<file path="src/rtl/hetc_pkg.sv">
`default_nettype none
// ----------------------------------------------------------------------------
// hetc_pkg
// Shared widths, codes, configuration type and saturation helper for the
// Hermite eased tween channel.
// ----------------------------------------------------------------------------
package hetc_pkg;

  localparam int OpW    = 2;
  localparam int DtW    = 16;
  localparam int PosW   = 16;
  localparam int ValW   = 16;
  localparam int XyzW   = 48;
  localparam int IdxW   = 3;
  localparam int CfgDW  = 48;

  // serial multiplier geometry
  localparam int MulAW  = 18;
  localparam int MulBW  = 20;
  localparam int MulPW  = 38;
  localparam int DigW   = 4;
  localparam int NumDig = MulBW / DigW;
  localparam int CntW   = $clog2(NumDig);

  localparam int SatW   = 27;
  localparam int SatMin = -32768;
  localparam int SatMax = 32767;
  localparam int OneQ16 = 65536;
  localparam int RndF   = 32768;
  localparam int RndC   = 2048;
  localparam int IncSh  = 8;

  typedef enum logic [OpW-1:0] {
    OpTick    = 2'd0,
    OpRestart = 2'd1,
    OpDisable = 2'd2,
    OpEnable  = 2'd3
  } op_e;

  typedef enum logic [IdxW-1:0] {
    RegTimeScale    = 3'd0,
    RegLoopMode     = 3'd1,
    RegCurveStart   = 3'd2,
    RegCurveEnd     = 3'd3,
    RegTangentStart = 3'd4,
    RegTangentEnd   = 3'd5,
    RegFromXyz      = 3'd6,
    RegToXyz        = 3'd7
  } reg_idx_e;

  typedef struct packed {
    logic [ValW-1:0] time_scale;
    logic            loop_mode;
    logic [ValW-1:0] curve_start;
    logic [ValW-1:0] curve_end;
    logic [ValW-1:0] tangent_start;
    logic [ValW-1:0] tangent_end;
    logic [XyzW-1:0] from_xyz;
    logic [XyzW-1:0] to_xyz;
  } cfg_t;

  function automatic logic [ValW-1:0] sat16(input logic signed [SatW-1:0] v);
    logic [ValW-1:0] r;
    if (v < SatW'(SatMin)) begin
      r = ValW'(SatMin);
    end else if (v > SatW'(SatMax)) begin
      r = ValW'(SatMax);
    end else begin
      r = v[ValW-1:0];
    end
    return r;
  endfunction

endpackage
`default_nettype wire

</file>
<file path="src/rtl/hetc_if.sv">
`default_nettype none
// ----------------------------------------------------------------------------
// hetc_if
// Valid/ready channels of the tween channel: command words in, xyz words out.
// ----------------------------------------------------------------------------
interface hetc_in_if import hetc_pkg::*; ();
  logic             valid;
  logic             ready;
  logic [OpW-1:0]   operation;
  logic [DtW-1:0]   delta_time;

  modport source (output valid, operation, delta_time, input ready);
  modport sink   (input valid, operation, delta_time, output ready);
endinterface

interface hetc_out_if import hetc_pkg::*; ();
  logic                   valid;
  logic                   ready;
  logic signed [ValW-1:0] out_x;
  logic signed [ValW-1:0] out_y;
  logic signed [ValW-1:0] out_z;
  logic                   finished;

  modport source (output valid, out_x, out_y, out_z, finished, input ready);
  modport sink   (input valid, out_x, out_y, out_z, finished, output ready);
endinterface
`default_nettype wire

</file>
<file path="src/rtl/hetc_cfg.sv">
`default_nettype none
// ----------------------------------------------------------------------------
// hetc_cfg
// Configuration register file, written through a plain indexed write port.
// ----------------------------------------------------------------------------
module hetc_cfg import hetc_pkg::*; (
  input  wire logic             clk_i,
  input  wire logic             rst_ni,
  input  wire logic             we_i,
  input  wire logic [IdxW-1:0]  idx_i,
  input  wire logic [CfgDW-1:0] data_i,
  output cfg_t                  cfg_o
);

  cfg_t cfg_q;

  always_ff @(posedge clk_i or negedge rst_ni) begin
    if (!rst_ni) begin
      cfg_q.time_scale    <= ValW'(256);
      cfg_q.loop_mode     <= 1'b0;
      cfg_q.curve_start   <= ValW'(0);
      cfg_q.curve_end     <= ValW'(4096);
      cfg_q.tangent_start <= ValW'(2048);
      cfg_q.tangent_end   <= ValW'(410);
      cfg_q.from_xyz      <= XyzW'(0);
      cfg_q.to_xyz        <= XyzW'(0);
    end else if (we_i) begin
      case (reg_idx_e'(idx_i))
        RegTimeScale:    cfg_q.time_scale    <= data_i[ValW-1:0];
        RegLoopMode:     cfg_q.loop_mode     <= data_i[0];
        RegCurveStart:   cfg_q.curve_start   <= data_i[ValW-1:0];
        RegCurveEnd:     cfg_q.curve_end     <= data_i[ValW-1:0];
        RegTangentStart: cfg_q.tangent_start <= data_i[ValW-1:0];
        RegTangentEnd:   cfg_q.tangent_end   <= data_i[ValW-1:0];
        RegFromXyz:      cfg_q.from_xyz      <= data_i[XyzW-1:0];
        RegToXyz:        cfg_q.to_xyz        <= data_i[XyzW-1:0];
        default:         cfg_q.loop_mode     <= cfg_q.loop_mode;
      endcase
    end
  end

  assign cfg_o = cfg_q;

endmodule
`default_nettype wire

</file>
<file path="src/rtl/hetc_smul.sv">
`default_nettype none
// ----------------------------------------------------------------------------
// hetc_smul
// Digit-serial signed multiply-accumulate: the multiplier shifts out one
// 4-bit digit per cycle, most significant digit signed.
// ----------------------------------------------------------------------------
module hetc_smul import hetc_pkg::*; (
  input  wire logic                    clk_i,
  input  wire logic                    rst_ni,
  input  wire logic                    start_i,
  input  wire logic                    accum_i,
  input  wire logic signed [MulAW-1:0] a_i,
  input  wire logic signed [MulBW-1:0] b_i,
  output logic                         done_o,
  output logic signed [MulPW-1:0]      p_o
);

  logic signed [MulPW-1:0] a_sh_q;
  logic        [MulBW-1:0] b_sh_q;
  logic        [CntW-1:0]  cnt_q;
  logic                    busy_q;
  logic                    done_q;
  logic signed [MulPW-1:0] acc_q;

  logic                    last;
  logic signed [DigW:0]    digit;
  logic signed [MulPW-1:0] partial;

  assign last    = (cnt_q == CntW'(NumDig - 1));
  assign digit   = $signed({last & b_sh_q[DigW-1], b_sh_q[DigW-1:0]});
  assign partial = MulPW'(a_sh_q * digit);

  always_ff @(posedge clk_i or negedge rst_ni) begin
    if (!rst_ni) begin
      a_sh_q <= '0;
      b_sh_q <= '0;
      cnt_q  <= '0;
      busy_q <= 1'b0;
      done_q <= 1'b0;
      acc_q  <= '0;
    end else begin
      done_q <= 1'b0;
      if (start_i) begin
        a_sh_q <= MulPW'(a_i);
        b_sh_q <= b_i;
        cnt_q  <= '0;
        busy_q <= 1'b1;
        if (!accum_i) begin
          acc_q <= '0;
        end
      end else if (busy_q) begin
        acc_q  <= acc_q + partial;
        a_sh_q <= a_sh_q <<< DigW;
        b_sh_q <= b_sh_q >> DigW;
        cnt_q  <= cnt_q + CntW'(1);
        if (last) begin
          busy_q <= 1'b0;
          done_q <= 1'b1;
        end
      end
    end
  end

  assign done_o = done_q;
  assign p_o    = acc_q;

  a_start_idle: assert property (@(posedge clk_i) disable iff (!rst_ni)
    start_i |-> !busy_q)
    else $error("multiply started while busy");

  a_done_after_busy: assert property (@(posedge clk_i) disable iff (!rst_ni)
    done_q |-> !busy_q && $past(busy_q))
    else $error("multiply done without a busy phase");

endmodule
`default_nettype wire

</file>
<file path="src/rtl/hermite_eased_tween_channel.sv">
`default_nettype none
// ----------------------------------------------------------------------------
// hermite_eased_tween_channel
// One animation channel: Hermite-eased interpolation of an xyz vector.
// ----------------------------------------------------------------------------
// in_i takes command words (tick, restart, disable, enable); out_o gives one
// xyz word for each tick that arrives while the channel runs, with finished
// set on the tick that ends a play-once animation. Configuration registers
// are written through cfg_we_i / cfg_idx_i / cfg_data_i; the user must
// write them only while idle, as the block itself does not enforce this.
// Restart, disable, enable and a tick while stopped are handled in the idle
// state and give no word. A running tick goes through ten multiplies on one
// shared digit-serial multiplier (five 4-bit digits); a finishing tick skips
// the three component multiplies.
// The next command word is taken once the current one is done; a finished
// word waits in the output register, and the block only holds if a second
// word is ready while the first has not yet been taken.
// After reset the channel is stopped at position zero with the register
// defaults loaded and no word pending.
// ----------------------------------------------------------------------------
module hermite_eased_tween_channel import hetc_pkg::*; (
  input  wire logic             clk_i,
  input  wire logic             rst_ni,
  hetc_in_if.sink               in_i,
  hetc_out_if.source            out_o,
  input  wire logic             cfg_we_i,
  input  wire logic [IdxW-1:0]  cfg_idx_i,
  input  wire logic [CfgDW-1:0] cfg_data_i
);

  typedef enum logic [2:0] {
    S_IDLE,
    S_T2,
    S_T3,
    S_ACC,
    S_INC,
    S_COMP,
    S_OUT
  } state_e;

  cfg_t cfg;

  state_e          state_q;
  logic [PosW-1:0] pos_q;
  logic            running_q;
  logic [DtW-1:0]  dt_q;
  logic [PosW-1:0] t2_q;
  logic [PosW-1:0] t3_q;
  logic [ValW-1:0] frac_q;
  logic [1:0]      k_q;
  logic            start_q;
  logic            fin_q;
  logic [ValW-1:0] res_q [3];

  logic            out_valid_q;
  logic [ValW-1:0] out_x_q;
  logic [ValW-1:0] out_y_q;
  logic [ValW-1:0] out_z_q;
  logic            out_fin_q;

  logic                    mul_done;
  logic signed [MulPW-1:0] mul_p;
  logic signed [MulAW-1:0] mul_a;
  logic signed [MulBW-1:0] mul_b;
  logic                    mul_acc;

  logic signed [MulBW-1:0] t_s, t2_s, t3_s;
  logic signed [MulBW-1:0] h00, h01, h10, h11, h_sel;
  logic        [ValW-1:0]  coef_sel;
  logic        [ValW-1:0]  from_c, to_c;
  logic signed [ValW:0]    diff_s;
  logic signed [MulPW-1:0] frac_r;
  logic signed [MulPW-1:0] comp_r;
  logic signed [SatW-1:0]  comp_v;
  logic        [23:0]      inc;
  logic        [24:0]      sum;

  hetc_cfg u_cfg (
    .clk_i  (clk_i),
    .rst_ni (rst_ni),
    .we_i   (cfg_we_i),
    .idx_i  (cfg_idx_i),
    .data_i (cfg_data_i),
    .cfg_o  (cfg)
  );

  // hermite basis from the stored powers
  assign t_s  = $signed({4'b0, pos_q});
  assign t2_s = $signed({4'b0, t2_q});
  assign t3_s = $signed({4'b0, t3_q});
  assign h00  = (t3_s <<< 1) - (t2_s + (t2_s <<< 1)) + MulBW'(OneQ16);
  assign h01  = (t2_s + (t2_s <<< 1)) - (t3_s <<< 1);
  assign h10  = t3_s - (t2_s <<< 1) + t_s;
  assign h11  = t3_s - t2_s;

  always_comb begin
    case (k_q)
      2'd0: begin
        h_sel    = h00;
        coef_sel = cfg.curve_start;
        from_c   = cfg.from_xyz[15:0];
        to_c     = cfg.to_xyz[15:0];
      end
      2'd1: begin
        h_sel    = h01;
        coef_sel = cfg.curve_end;
        from_c   = cfg.from_xyz[31:16];
        to_c     = cfg.to_xyz[31:16];
      end
      2'd2: begin
        h_sel    = h10;
        coef_sel = cfg.tangent_start;
        from_c   = cfg.from_xyz[47:32];
        to_c     = cfg.to_xyz[47:32];
      end
      default: begin
        h_sel    = h11;
        coef_sel = cfg.tangent_end;
        from_c   = cfg.from_xyz[15:0];
        to_c     = cfg.to_xyz[15:0];
      end
    endcase
  end

  assign diff_s = $signed({to_c[ValW-1], to_c}) - $signed({from_c[ValW-1], from_c});

  always_comb begin
    mul_a   = '0;
    mul_b   = '0;
    mul_acc = 1'b0;
    case (state_q)
      S_T2: begin
        mul_a = $signed({2'b0, pos_q});
        mul_b = t_s;
      end
      S_T3: begin
        mul_a = $signed({2'b0, pos_q});
        mul_b = t2_s;
      end
      S_ACC: begin
        mul_a   = MulAW'($signed(coef_sel));
        mul_b   = h_sel;
        mul_acc = (k_q != 2'd0);
      end
      S_INC: begin
        mul_a = $signed({2'b0, cfg.time_scale});
        mul_b = $signed({4'b0, dt_q});
      end
      S_COMP: begin
        mul_a = MulAW'(diff_s);
        mul_b = MulBW'($signed(frac_q));
      end
      default: begin
        mul_a = '0;
      end
    endcase
  end

  hetc_smul u_smul (
    .clk_i   (clk_i),
    .rst_ni  (rst_ni),
    .start_i (start_q),
    .accum_i (mul_acc),
    .a_i     (mul_a),
    .b_i     (mul_b),
    .done_o  (mul_done),
    .p_o     (mul_p)
  );

  // rounding, nearest with ties upward
  assign frac_r = (mul_p + MulPW'(RndF)) >>> 16;
  assign comp_r = (mul_p + MulPW'(RndC)) >>> 12;
  assign comp_v = SatW'(comp_r) + SatW'($signed(from_c));
  assign inc    = mul_p[IncSh+23:IncSh];
  assign sum    = {9'b0, pos_q} + {1'b0, inc};

  always_ff @(posedge clk_i or negedge rst_ni) begin
    if (!rst_ni) begin
      state_q     <= S_IDLE;
      pos_q       <= '0;
      running_q   <= 1'b0;
      dt_q        <= '0;
      t2_q        <= '0;
      t3_q        <= '0;
      frac_q      <= '0;
      k_q         <= '0;
      start_q     <= 1'b0;
      fin_q       <= 1'b0;
      res_q       <= '{default: '0};
      out_valid_q <= 1'b0;
      out_x_q     <= '0;
      out_y_q     <= '0;
      out_z_q     <= '0;
      out_fin_q   <= 1'b0;
    end else begin
      start_q <= 1'b0;
      if (out_o.ready) begin
        out_valid_q <= 1'b0;
      end
      case (state_q)
        S_IDLE: begin
          if (in_i.valid) begin
            case (op_e'(in_i.operation))
              OpRestart: begin
                pos_q     <= '0;
                running_q <= 1'b1;
              end
              OpDisable: running_q <= 1'b0;
              OpEnable:  running_q <= 1'b1;
              OpTick: begin
                if (running_q) begin
                  dt_q    <= in_i.delta_time;
                  start_q <= 1'b1;
                  state_q <= S_T2;
                end
              end
              default: running_q <= running_q;
            endcase
          end
        end
        S_T2: begin
          if (mul_done) begin
            t2_q    <= mul_p[31:16];
            start_q <= 1'b1;
            state_q <= S_T3;
          end
        end
        S_T3: begin
          if (mul_done) begin
            t3_q    <= mul_p[31:16];
            k_q     <= 2'd0;
            start_q <= 1'b1;
            state_q <= S_ACC;
          end
        end
        S_ACC: begin
          if (mul_done) begin
            start_q <= 1'b1;
            if (k_q == 2'd3) begin
              frac_q  <= sat16(SatW'(frac_r));
              state_q <= S_INC;
            end else begin
              k_q <= k_q + 2'd1;
            end
          end
        end
        S_INC: begin
          if (mul_done) begin
            if (sum[24:16] != 9'd0 && !cfg.loop_mode) begin
              fin_q     <= 1'b1;
              running_q <= 1'b0;
              res_q[0]  <= cfg.to_xyz[15:0];
              res_q[1]  <= cfg.to_xyz[31:16];
              res_q[2]  <= cfg.to_xyz[47:32];
              state_q   <= S_OUT;
            end else begin
              pos_q   <= sum[15:0];
              fin_q   <= 1'b0;
              k_q     <= 2'd0;
              start_q <= 1'b1;
              state_q <= S_COMP;
            end
          end
        end
        S_COMP: begin
          if (mul_done) begin
            res_q[k_q] <= sat16(comp_v);
            if (k_q == 2'd2) begin
              state_q <= S_OUT;
            end else begin
              k_q     <= k_q + 2'd1;
              start_q <= 1'b1;
            end
          end
        end
        S_OUT: begin
          if (!out_valid_q || out_o.ready) begin
            out_valid_q <= 1'b1;
            out_x_q     <= res_q[0];
            out_y_q     <= res_q[1];
            out_z_q     <= res_q[2];
            out_fin_q   <= fin_q;
            state_q     <= S_IDLE;
          end
        end
        default: state_q <= S_IDLE;
      endcase
    end
  end

  assign in_i.ready     = (state_q == S_IDLE);
  assign out_o.valid    = out_valid_q;
  assign out_o.out_x    = $signed(out_x_q);
  assign out_o.out_y    = $signed(out_y_q);
  assign out_o.out_z    = $signed(out_z_q);
  assign out_o.finished = out_fin_q;

  a_no_done_idle: assert property (@(posedge clk_i) disable iff (!rst_ni)
    mul_done |-> state_q != S_IDLE)
    else $error("multiply result with no tick in progress");

  a_word_from_out: assert property (@(posedge clk_i) disable iff (!rst_ni)
    $rose(out_valid_q) |-> $past(state_q) == S_OUT)
    else $error("output word loaded outside the output state");

  a_finish_stops: assert property (@(posedge clk_i) disable iff (!rst_ni)
    $rose(out_valid_q) && out_fin_q |-> !running_q)
    else $error("finished word while channel still running");

endmodule
`default_nettype wire
</file>
<file path="src/flat_wrapper.sv">
// flat-port wrapper written by rule: the top's interface ports become plain ports
module hermite_eased_tween_channel_flat import hetc_pkg::*;
  (clk_i, rst_ni, cfg_we_i, cfg_idx_i, cfg_data_i, in_i_valid, in_i_operation, in_i_delta_time, in_i_ready, out_o_valid, out_o_out_x, out_o_out_y, out_o_out_z, out_o_finished, out_o_ready);
  hetc_in_if in_i_i ();
  hetc_out_if out_o_i ();
  input  wire logic clk_i;
  input  wire logic rst_ni;
  input  wire logic cfg_we_i;
  input  wire logic [IdxW-1:0] cfg_idx_i;
  input  wire logic [CfgDW-1:0] cfg_data_i;
  input wire logic [$bits(in_i_i.valid)-1:0] in_i_valid;
  input wire logic [$bits(in_i_i.operation)-1:0] in_i_operation;
  input wire logic [$bits(in_i_i.delta_time)-1:0] in_i_delta_time;
  output wire logic [$bits(in_i_i.ready)-1:0] in_i_ready;
  output wire logic [$bits(out_o_i.valid)-1:0] out_o_valid;
  output wire logic [$bits(out_o_i.out_x)-1:0] out_o_out_x;
  output wire logic [$bits(out_o_i.out_y)-1:0] out_o_out_y;
  output wire logic [$bits(out_o_i.out_z)-1:0] out_o_out_z;
  output wire logic [$bits(out_o_i.finished)-1:0] out_o_finished;
  input wire logic [$bits(out_o_i.ready)-1:0] out_o_ready;
  assign in_i_i.valid = in_i_valid;
  assign in_i_i.operation = in_i_operation;
  assign in_i_i.delta_time = in_i_delta_time;
  assign in_i_ready = in_i_i.ready;
  assign out_o_valid = out_o_i.valid;
  assign out_o_out_x = out_o_i.out_x;
  assign out_o_out_y = out_o_i.out_y;
  assign out_o_out_z = out_o_i.out_z;
  assign out_o_finished = out_o_i.finished;
  assign out_o_i.ready = out_o_ready;
  hermite_eased_tween_channel u_core (.clk_i(clk_i), .rst_ni(rst_ni), .in_i(in_i_i), .out_o(out_o_i), .cfg_we_i(cfg_we_i), .cfg_idx_i(cfg_idx_i), .cfg_data_i(cfg_data_i));
endmodule
</file>
<file path="config.mk">
export PLATFORM = sky130hd
export DESIGN_NAME = hermite_eased_tween_channel_flat
export DESIGN_NICKNAME = d
export VERILOG_FILES = /design/src/rtl/hetc_pkg.sv /design/src/rtl/hetc_if.sv /design/src/rtl/hetc_cfg.sv /design/src/rtl/hetc_smul.sv /design/src/rtl/hermite_eased_tween_channel.sv /design/src/flat_wrapper.sv
export SDC_FILE = /design/constraint.sdc
export NUM_CORES = 2
export LEC_CHECK = 0
export BUFFER_PORTS_ARGS = -buffer_cell sky130_fd_sc_hd__buf_2
export CORE_ASPECT_RATIO = 1.25
export CORE_MARGIN = 8
export CORE_UTILIZATION = 55
export DETAILED_ROUTE_END_ITERATION = 8
export PLACE_DENSITY = 0.75
export SLEW_MARGIN = 10
export SYNTH_ARGS = -nofsm -noshare
export SYNTH_HDL_FRONTEND = slang
export SYNTH_SLANG_ARGS = --single-unit
</file>
<file path="constraint.sdc">
create_clock -name clk_i -period 5.6 [get_ports clk_i]
set_clock_uncertainty 0.15 [all_clocks]
set_input_delay 0.56 -clock clk_i [delete_from_list [all_inputs] [get_ports clk_i]]
set_output_delay 0.56 -clock clk_i [all_outputs]
set_load 0.01 [all_outputs]
</file>
## Word level (Yosys, flattened, before mapping)

Cells that the tools add are included.

| cells by class | value |
|---|---|
| $add $sub $neg | 15 |
| $mul | 1 |
| order comparisons | 6 |
| eq/ne operators | 38 |
| mux-type cells | 79 |
| bitwise operators | 2 |
| reduce and logical (&&, ||, !) cells | 38 |

Operators with widths:

| kind | count |
|---|---|
| two-way mux 38 bit | 5 |
| two-way mux 16 bit | 11 |
| two-way mux 48 bit | 3 |
| one-hot mux 20 bit (5 select lines) | 1 |
| one-hot mux 16 bit (2 select lines) | 3 |
| one-hot mux 48 bit (2 select lines) | 1 |
| one-hot mux 18 bit (4 select lines) | 1 |
| one-hot mux 20 bit (3 select lines) | 1 |
| bitwise mux 48 bit | 1 |
| one-hot mux 16 bit (3 select lines) | 1 |
| two-way mux 20 bit | 2 |
| two-way mux 3 bit | 13 |
| adder 38 x 13 -> 38 bit (second input constant) | 1 |
| adder 38 x 17 -> 38 bit (second input constant) | 1 |
| adder 38 bit | 1 |
| multiplier 38 x 5 -> 38 bit | 1 |
| subtractor 16 x 16 -> 17 bit | 2 |
| demux 16 bit (select 2 bit) | 1 |
| adder 26 x 16 -> 27 bit | 1 |
| greater-than comparator 27 x 16 -> 1 bit (second input constant) | 1 |
| less-than comparator 27 x 16 -> 1 bit (second input constant) | 1 |
| AND reduction 2 bit | 13 |
| adder 16 x 24 -> 25 bit | 1 |
| == test 3 bit (second input constant) | 8 |
| other kinds (42) | 104 |

| word-level totals | value |
|---|---|
| flip-flop bits (word level) | 464 |
| word-level logic and storage cells | 211 |

## Logic depth before layout (Yosys ltp)

| logic depth | value |
|---|---|
| depth in word-level cells | 11 |
| depth in mapped cells | 25 |
| depth with buffers taken out | 24 |

## Modules after synthesis

A second synthesis with hierarchy kept.

| second synthesis, totals | value |
|---|---|
| cell total of the unflattened synthesis | 3918 |
| area total of the unflattened synthesis | 36698.9 um2 |

Modules (own cells, without submodules):

| module | instances | cells each | area an instance (um2) | seq. area each (um2) |
|---|---|---|---|---|
| hermite_eased_tween_channel | 1 | 2298 | 18734.2 | 4654.5 |
| hetc_smul | 1 | 1237 | 11218.3 | 2527.4 |
| hetc_cfg | 1 | 383 | 6746.5 | 4439.3 |

## Least setup slack after synthesis

OpenSTA, ideal clock, no wires.

| path | value |
|---|---|
| path kind | flip-flop to flip-flop |
| from | reg u_core.u_smul.cnt_q[0] |
| to | reg u_core.u_smul.acc_q[35], in the netlist u_core.u_smul.p_o[35] |
| data arrival time | 5.751 ns |
| required time | 5.328 ns |
| path slack | -0.422 ns |
| cell stages (with the launch flop) | 22 |
| path buffers | 0 |
| cell sequence | dfrtp_1 > inv_1 > ha_1 > nand3_1 > or2_2 > fa_1 > fa_1 > fa_1 > fa_1 > inv_1 > fa_1 > a21o_1 > a21oi_1 > o21bai_1 > a21oi_1 > o211ai_1 > a21oi_1 > o31ai_1 > a21boi_0 > a21oi_1 > or3_1 > a32o_1 |

| on the way | value |
|---|---|
| longest elaborated chain between the ends | 6 |

Ends and longest elaborated chain:

| what | line | source |
|---|---|---|
| start: declaration | hetc_smul.sv:20 | `logic [CntW-1:0] cnt_q;` |
| start signal: assignment | hetc_smul.sv:55 | `cnt_q <= cnt_q + CntW'(1);` |
| == test 3 bit | hetc_smul.sv:29 | `assign last = (cnt_q == CntW'(NumDig - 1));` |
| bitwise AND 1 bit | hetc_smul.sv:30 | `assign digit = $signed({last & b_sh_q[DigW-1], b_sh_q[DigW-1:0]});` |
| multiplier 38 x 5 -> 38 bit | hetc_smul.sv:31 | `assign partial = MulPW'(a_sh_q * digit);` |
| adder 38 bit | hetc_smul.sv:52 | `acc_q <= acc_q + partial;` |
| two-way mux 38 bit | hetc_smul.sv:51 | `end else if (busy_q) begin` |
| two-way mux 38 bit | hetc_smul.sv:43 | `if (start_i) begin` |
| end signal: assignment | hetc_smul.sv:52 |  |
| end: declaration | hetc_smul.sv:23 | `logic signed [MulPW-1:0] acc_q;` |

No other way between the ends. The select of a mux whose other input is x is not followed.
A chain may end at the register's enable or synchronous reset.

## Worst setup path in the final report

Same ends and word-level chain as after synthesis.

==> impl_metrics.toml <==
[logic_synthesis]
synth_edf_count = 0
async_flop_share_pct = 100
synth.distinct_cells = 87
synth_nets = 4253
post_synth.cell_area_avg_um2 = 9.38
syn_area_um2 = 35500
synth_top_area_share_pct = 32.1
synth_top_flop_cell = "dfrtp_1"
yosys_warnings = 0
yosys.area.top_type = "dfrtp_1"
syn_inst = 3787
synth_seq_cells = 464
yosysSeqAreaShare_pct = 32.7
yosys-top-cells-area = "dfrtp_1, ha_1, fa_1"

[floorplan]
fp.dieW_um = 243
die_h_um = 300
dieArea_um2 = 73100
ios = 125
core-area_um2 = 64200
rows = 104
initial_utilization_pct = 55.4

[global_routing]
grt_usage_pct = 28.7
grt_util_met3_pct = 5.60
grt_busiest_layer = "met2"
grt_pass1_vias = 29800
grt_antenna_before_repair = 0
gr-usage-met1_pct = 36.3
grt_max_degree = 152
overflow = 0
grt_pass1_wl_um = 167000
met2_usage_pct = 46.9

[clocking]
clk_path_buf_depth = 3
htree_levels = 2
clk_pin_slew_ns = 0.06
cts_buffers = 50
root_buffer = "clkbuf_16"
clkSinkCount = 464
clk-insertion-delay-late_ns = 0.63
tritoncts = "yes"

[timing]
setup-violations-final = 1
slew_headroom_pct = 28.6
final-max-slew-violation-count = 0
post-route-period-util_pct = 100
finalWorstSetupSlack_ns = -0.0104
post-route-min-period_ns = 5.61
hold_viol = 0
rsz0062_at_grt = "yes"
fmax_mhz = 178
tightestPinTransition_ns = 1.07

[placement]
portBuffers = 124
place_inst = 4769
pre_cts_slack_ns = -0.332
hpwl_um = 80400
gp_congestion = 0.970
place_area_um2 = 38200

[final_layout]
final_core_util_pct = 62.7
layout_commonest_cell = "dfrtp_1"
design_area_um2 = 40200
syn_to_final_growth_pct = 13.2
layout_common_cells = "dfrtp_1, inv_1, nor2_1, nand2_1, mux2_2"
fin_cells = 4871
nets = 4446
drive_gt1_share_pct = 19.6

[critical_path]
arrival_ns = 5.97
end_kind = "flop"
r2r_slack_ns = -0.01
crit_required_ns = 5.96
critPathMaxFanout = 4
crit_type = "flop to flop"
critPathLaunchType = "flop"

[min_path]
hold_class = "input pin to flop"

[drt]
first_pass_iters = 8
routed_via_density = 6.10
drtAntennaViolNets = 0
drc = 2
drtIter0Drc = 2684
drt_wl_total_um = 107000
drt-wirelength-per-cell_um = 22.0
vias = 29700

[power_and_ir_drop]
power.leakage_uw = 0.0188
p_total_uw = 26200
power_density_nw_per_um2 = 651
vdd_drop_max_uv = 434

[status]
violations = "DRC, setup timing"
outcome = "complete, but fails checks"

[flow_run]
cap_violations = 0
==> routing by layer <==
metal	wire, um	part of all wire [%]	up-vias
met4	6110	5.7	0
met2	50200	47	1187
met1	42800	40	14600
met3	8280	7.7	328
li1	-	-	13600
met5	0	0	-
==> final cells by class <==
type                            instances  area [um^2]
Fill cell                            5246        23900
Tap cell                              848         1060
Inverter                              343         1290
Clock inverter                         21          243
Multi-Input combinational cell       2793        22300
Clock buffer                           73         1470
Antenna cell                            1         2.50
Sequential cell                       464        11600
Timing Repair Buffer                  328         2270
==> power breakdown <==
part           leakage, uW  internal, uW  switching, uW  total, uW
clock             0.000827          1940           1530       3470
combinational       0.0122          7590          10000      17600
sequential         0.00584          4170            936       5110
total               0.0188         13700          12500      26200
==> path summary, 6_finish.rpt <==
path                                               to  cells after the start                    from
worst max register to register  u_core.u_smul.p_o[35]                     22  u_core.u_smul.cnt_q[0]
worst min-delay path                  u_core.dt_q[11]                      2     in_i_delta_time[11]
worst min register to register       u_core.res_q[15]                      2        u_core.res_q[15]
min in group asynchronous             u_core.dt_q[10]                      2                  rst_ni
max in group asynchronous            u_core.res_q[26]                      3                  rst_ni
worst max-delay path            u_core.u_smul.p_o[35]                     22  u_core.u_smul.cnt_q[0]
==> repair_timing <==
action                                  in CTS  in global routing
endpoints found under the setup margin      10                 63
hold buffers                                 1                  0
pin swaps                                   25                 29
endpoints found under the hold margin       87                  0
cloned                                       0                  0
resized for setup                           22                 50
setup buffers                                3                  3
==> critical path: stages, from the launching register on <==
cell and delay, ns:
dfrtp_1 0.38, inv_2 0.07, ha_4 0.14, nand3_4 0.07, or2_4 0.24, fa_1 0.46
fa_1 0.53, fa_1 0.43, fa_1 0.54, inv_2 0.05, buf_6 0.11, fa_2 0.33
a21o_1 0.19, a21oi_2 0.16, o21bai_1 0.10, a21oi_2 0.17, o211ai_1 0.18, a21oi_2 0.25
o31ai_4 0.11, a21boi_4 0.22, a21oi_2 0.08, or3_1 0.30, a32o_1 0.24
==> registers in the layout, summed over array words and instances, names as in the netlist <==
signal,flops
u_core.u_smul.done_o,1
u_core.dt_q,16
u_core.out_o.out_x,16
u_core.frac_q,16
u_core.fin_q,1
u_core.out_o.valid,1
u_core.res_q,48
u_core.pos_q,16
u_core.start_q,1
u_core.running_q,1
u_core.u_smul.busy_q,1
u_core.u_smul.p_o,38
u_core.u_smul.cnt_q,3
u_core.u_smul.a_sh_q,38
u_core.out_o.out_y,16
u_core.t3_q,16
u_core.t2_q,16
u_core.k_q,2
u_core.state_q,3
u_core.out_o.finished,1
u_core.out_o.out_z,16
u_core.u_cfg.cfg_o,177
u_core.u_smul.b_sh_q,20
==> stage by stage <==
stage / setup TNS, ns / hold slack [ns]
after floorplan: 0 / 0.114
after global placement: -0.696 / 0.310
after detailed placement: -1.50 / 0.336
after CTS: -0.206 / 0.00722
after global routing: -1.04 / 0.0219
final: -0.0104 / 0.0181
==> cells by family after synthesis <==
group	after synthesis	share of synthesized area, %
AND/OR/NAND/NOR	966	13.2
XOR/XNOR	200	5.08
flip-flops	464	32.7
buffers and inverters	530	5.66
multiplexers	296	9.26
adder cells (fa/ha/maj)	393	16.9
AO/OA/AOI/OAI	938	17.2
==> synthesized netlist by cell type (all sizes together), types with 35 or more instances <==
library cell and count:
a21o 60, a21oi 254, a22oi 84, and2 144
buf 38, clkbuf 149, dfrtp 456, fa 147
ha 245, inv 342, mux2 260, mux2i 36
nand2 269, nand3 46, nor2 296, nor2b 35
nor3 38, o21a 35, o21ai 184, o22ai 67
xnor2 125, xor2 71
Power figures use the tool's default switching activity.
